## config.mk

```make
export PLATFORM = sky130hd
export DESIGN_NAME = uvsp_div
export DESIGN_NICKNAME = d
export VERILOG_FILES = /design/src/rtl/uvsp_pkg.sv /design/src/rtl/uvsp_div.sv
export SDC_FILE = /design/constraint.sdc
export NUM_CORES = 2
export LEC_CHECK = 0
export BUFFER_PORTS_ARGS = -buffer_cell sky130_fd_sc_hd__buf_4
export CAP_MARGIN = 20
export CORE_MARGIN = 5
export CORE_UTILIZATION = 45
export CTS_CLUSTER_DIAMETER = 150
export DETAILED_ROUTE_END_ITERATION = 12
export PLACE_DENSITY = 0.61
export SETUP_SLACK_MARGIN = 0.1
export SYNTH_ARGS = -nofsm -noshare
export SYNTH_HDL_FRONTEND = slang
export SYNTH_SLANG_ARGS = --single-unit
```

## constraint.sdc

```tcl
create_clock -name clk -period 22.8 [get_ports clk]
set_input_delay 6.84 -clock clk [delete_from_list [all_inputs] [get_ports clk]]
set_output_delay 6.84 -clock clk [all_outputs]
set_load 0.05 [all_outputs]
```

## src/rtl/uvsp_pkg.sv

```systemverilog
`timescale 1ns / 1ps
package uvsp_pkg;

  localparam int FRAC_BITS = 14;
  localparam int CNT_W     = 8;
  localparam logic [CNT_W-1:0] SEG_MIN  = CNT_W'(3);
  localparam logic [CNT_W-1:0] RING_MIN = CNT_W'(2);
  localparam logic [CNT_W-1:0] SEG_RESET  = CNT_W'(32);
  localparam logic [CNT_W-1:0] RING_RESET = CNT_W'(16);

  // Configuration register indexes
  localparam int CFG_IDX_W = 2;
  localparam logic [CFG_IDX_W-1:0] CFG_SEGMENT_COUNT = 2'd0;
  localparam logic [CFG_IDX_W-1:0] CFG_RING_COUNT    = 2'd1;

  // Long divider: 8 quotient bits per stage
  localparam int DIV_NUM_W  = 48;
  localparam int DIV_DEN_W  = 10;
  localparam int DIV_BITS   = 8;
  localparam int DIV_STAGES = DIV_NUM_W / DIV_BITS;

  // Sine series in Q30
  localparam logic [30:0] PI_HALF_Q30  = 31'd1686629713;
  localparam logic [31:0] QUARTER_TURN = 32'h4000_0000;
  localparam int TERMS = 6;
  localparam logic [7:0] TERM_DIV [TERMS] = '{8'd6, 8'd20, 8'd42, 8'd72, 8'd110, 8'd156};
  localparam logic [31:0] TERM_RECIP [TERMS] = '{
    32'(64'h1_0000_0000 / 6),   32'(64'h1_0000_0000 / 20),
    32'(64'h1_0000_0000 / 42),  32'(64'h1_0000_0000 / 72),
    32'(64'h1_0000_0000 / 110), 32'(64'h1_0000_0000 / 156)};

  typedef struct packed {
    logic [DIV_DEN_W-1:0] rem;
    logic [DIV_BITS-1:0]  q;
  } div_step_t;

  typedef struct packed {
    logic        pv;
    logic        qv;
    logic [15:0] lo;
    logic [15:0] hi;
  } side_t;

  typedef struct packed {
    logic [16:0] tu;
    logic [16:0] tv;
  } tex_t;

  // Eight restoring steps of long division
  function automatic div_step_t div_step(input logic [DIV_DEN_W-1:0] rem_i,
                                         input logic [DIV_DEN_W-1:0] den,
                                         input logic [DIV_BITS-1:0] bits);
    logic [DIV_DEN_W:0] acc;
    div_step_t res;
    res.rem = rem_i;
    res.q   = '0;
    for (int i = DIV_BITS - 1; i >= 0; i--) begin
      acc = {res.rem, bits[i]};
      if (acc >= {1'b0, den}) begin
        acc      = acc - {1'b0, den};
        res.q[i] = 1'b1;
      end
      res.rem = acc[DIV_DEN_W-1:0];
    end
    return res;
  endfunction

endpackage

```

## src/rtl/uvsp_div.sv

```systemverilog
`timescale 1ns / 1ps
module uvsp_div (
  input  logic                           clk,
  input  logic [uvsp_pkg::DIV_NUM_W-1:0] num,
  input  logic [uvsp_pkg::DIV_DEN_W-1:0] den,
  output logic [uvsp_pkg::DIV_NUM_W-1:0] quo
);
  import uvsp_pkg::*;

  logic [DIV_NUM_W-1:0] num_r [DIV_STAGES];
  logic [DIV_DEN_W-1:0] den_r [DIV_STAGES];
  logic [DIV_DEN_W-1:0] rem_r [DIV_STAGES];
  logic [DIV_NUM_W-1:0] quo_r [DIV_STAGES];

  for (genvar s = 0; s < DIV_STAGES; s++) begin : g_stage
    logic [DIV_NUM_W-1:0] num_in;
    logic [DIV_DEN_W-1:0] den_in;
    logic [DIV_DEN_W-1:0] rem_in;
    logic [DIV_NUM_W-1:0] quo_in;
    div_step_t            st;

    if (s == 0) begin : g_first
      assign num_in = num;
      assign den_in = den;
      assign rem_in = '0;
      assign quo_in = '0;
    end else begin : g_next
      assign num_in = num_r[s-1];
      assign den_in = den_r[s-1];
      assign rem_in = rem_r[s-1];
      assign quo_in = quo_r[s-1];
    end

    // Take the next byte of the dividend from the top
    assign st = div_step(rem_in, den_in,
                         num_in[DIV_NUM_W-1-s*DIV_BITS -: DIV_BITS]);

    always_ff @(posedge clk) begin
      num_r[s] <= num_in;
      den_r[s] <= den_in;
      rem_r[s] <= st.rem;
      quo_r[s] <= {quo_in[DIV_NUM_W-DIV_BITS-1:0], st.q};
    end
  end

  assign quo = quo_r[DIV_STAGES-1];

endmodule

```

==> out/results.ini <==
[status]
outcome = complete, no violations

[sta]
worst_clock_skew_ps = 17.7
fmax_ghz = 0.0458
final.min_clock_period_ps = 21810
timing.setup.tns_ps = 0
tightest_slew_ps = 886
finalHoldViolations = 0
rsz0062_at_grt = true
report.final.setup_viol = 0
slew_headroom = 0.405
timing.final.crit_share = 0.957
slew_violations = 0

[layout]
layout.cells.most_common_list = 469 x sky130_fd_sc_hd__ha_1, 387 x sky130_fd_sc_hd__dfxtp_1, 325 x sky130_fd_sc_hd__inv_1, 292 x sky130_fd_sc_hd__nand2_1, 286 x sky130_fd_sc_hd__nor2_1
syn2layout_area_growth_pct = 14.7
final.fill_count = 7236
multi_input_comb_area_um2 = 25500
antennaDiodeCount = 0
num-nets-final = 4952
final_layout_size_suffix_gt1_frac = 0.149
final_cell_count_no_fill = 5440
ff_latch_area_um2 = 7770
final_common_cell = sky130_fd_sc_hd__ha_1

[die]
fp.coreArea_um2 = 75900
floorplan.die.width_um = 287
placement_rows = 101
initial_utilization = 0.454
io_pins = 107
floorplan.die_area_um2 = 82200
chipHeight_um = 287

[yosys]
most_common_flop_cell_mapped_by_yosys = sky130_fd_sc_hd__dfxtp_1
syn_nets = 4671
synth.ff_latch_count = 388
synth_enable_flop_cells = 0
ys.warnings.count = 0
ys_async_sr_fraction = 0
synth.avg_cell_area_um2 = 8.42
synthDistinctLibCells = 105
post_synth_instance_area_um2 = 34500
synth_seq_area_share = 0.225
syn-instance-count = 4094

[cts]
cts_max_path_buffers = 3
cts_hold_buffers = 0
worst_skew_pair.late_latency_ps = 590
cts_tree = done
cts.htree.levels = 2
clkTransAtPathRegs_ps = 60
cts_made_buffers = 45
clock_tree.root_cell = sky130_fd_sc_hd__clkbuf_16
count_of_clock_tree_sinks = 388

[setup_path]
crit_required_ps = 23270
worst_setup_path_end_kind = flop
critical_path.max_fanout = 6
crit_slowest_cell = sky130_fd_sc_hd__or4_4
timing.critical_path.mode_cell = sky130_fd_sc_hd__ha_1
critPathKind = in2reg
worst_setup_path_start_kind = primary input
worst_ep_arrival_time_ps = 22290
critical_path.max_stage_delay_ps = 570

[routing]
detail_route.wl_per_cell_um = 17.1
route.detailed.drc = 0
routed_via_density = 5.56
route.antenna.remaining_nets = 0
finalWirelength_um = 93000
dr_total_vias = 30230
detail_route.iter0.violations = 1705
first_pass_iteration_count_of_the_detailed_router = 5

[grt]
grt.overflow.total = 0
global_route.usage.total = 0.217
initial_antenna_violation_count = 0
grt_max_degree = 19
grt_first_pass_wirelength_um = 148000
grt_pass1_vias = 29027

[worst_hold_path]
hold_path.class = reg2reg

[placed_design]
numPortBuffers = 106
post-place-cells = 5344
globalplace.congestion = 0.932
dpl.hpwl_um = 73200

[run]
max_cap_viol_count = 0

Yosys cell counts (29+ instances only):
cell | n | share of area
sky130_fd_sc_hd__nand4_1 | 81 | 0.015
sky130_fd_sc_hd__o21a_1 | 85 | 0.019
sky130_fd_sc_hd__mux2_2 | 169 | 0.055
sky130_fd_sc_hd__xor2_1 | 89 | 0.023
sky130_fd_sc_hd__fa_1 | 46 | 0.027
sky130_fd_sc_hd__ha_1 | 472 | 0.17
sky130_fd_sc_hd__inv_1 | 329 | 0.036
sky130_fd_sc_hd__and3_1 | 44 | 0.0080
sky130_fd_sc_hd__o211ai_1 | 29 | 0.0063
sky130_fd_sc_hd__xnor2_1 | 186 | 0.047
sky130_fd_sc_hd__nor2_1 | 292 | 0.032
sky130_fd_sc_hd__a21o_1 | 101 | 0.022
sky130_fd_sc_hd__nand2_1 | 293 | 0.032
sky130_fd_sc_hd__nor3_1 | 82 | 0.012
sky130_fd_sc_hd__a21oi_1 | 244 | 0.035
sky130_fd_sc_hd__o21ai_0 | 276 | 0.040
sky130_fd_sc_hd__mux2i_1 | 71 | 0.021
sky130_fd_sc_hd__dfxtp_1 | 388 | 0.23
sky130_fd_sc_hd__nand3_1 | 56 | 0.0081
sky130_fd_sc_hd__a211oi_1 | 34 | 0.0074
sky130_fd_sc_hd__a21boi_0 | 47 | 0.010
sky130_fd_sc_hd__nor2b_1 | 100 | 0.018
sky130_fd_sc_hd__nand2b_1 | 77 | 0.014
state kept, by name, indices dropped and copies added (netlist names):
register	flops
num_r	120
den_r	50
rem_r	50
quo_r	168
per-layer routing:
layer,share of wire,up-vias,GRT usage
li1,-,15494,-
met4,0.036,0,0.0729
met5,0,-,0
met3,0.038,184,0.0242
met1,0.46,13966,0.282
met2,0.47,586,0.374
logic make-up (layout without fill, tap and decap cells):
group | after synthesis | after routing | share of synthesized area
adders and majority gates | 518 | 518 | 0.198
AOI/OAI and AO/OA | 1117 | 1117 | 0.218
and+or+nand+nor | 1155 | 1155 | 0.166
DFF | 388 | 388 | 0.225
xor gates and xnor gates | 275 | 275 | 0.0699
muxes | 245 | 246 | 0.0783
buffers and inverters | 396 | 711 | 0.0442
final cells by class:
class,count,area share
clock buffer,55,0.0317
multi-input combinational,3311,0.644
inverter,342,0.0328
clock inverter,27,0.00756
tap,1030,0.0326
timing repair buffer,287,0.0551
sequential,388,0.196
timing repair:
item	CTS	global route
setup buffers	0	13
resized for setup	0	70
endpoints found under the setup margin	0	45
critical path: cells and delay by family:
| family | cells | cell delay (ps) |
|---|---|---|
| AOI/OAI and AO/OA | 46 | 8460 |
| adders and majority gates | 7 | 2090 |
| buffers and inverters | 7 | 810 |
| and+or+nand+nor | 15 | 2620 |
| muxes | 6 | 1450 |
final timing paths:
path                                   start      endpoint  slack (ps)  cells past startpoint
worst max-delay path                  den[4]   rem_r[0][5]         990                     81
worst min-delay path            quo_r[4][14]  quo_r[5][22]         310                      0
worst max register to register   den_r[3][4]   rem_r[4][5]        1840                     96
worst min register to register  quo_r[4][14]  quo_r[5][22]         310                      0
metrics by stage:
| stage | area (um2) | utilization | hold WS [ps] | worst slack, ps |
|---|---|---|---|---|
| after global placement | 37700 | 0.496 | 309 | -163 |
| after detailed placement | 37700 | 0.496 | 312 | -485 |
| after CTS | 39200 | 0.516 | 312 | 101 |
| after floorplan | 34500 | - | 310 | 107 |
| final | 39500 | 0.521 | 311 | 988 |
| after global routing | 39500 | 0.521 | 311 | -3.88 |
Power is left out: the tool's default activity adds up to more than one toggle a clock period on the data nets, which glitch-free logic cannot reach.
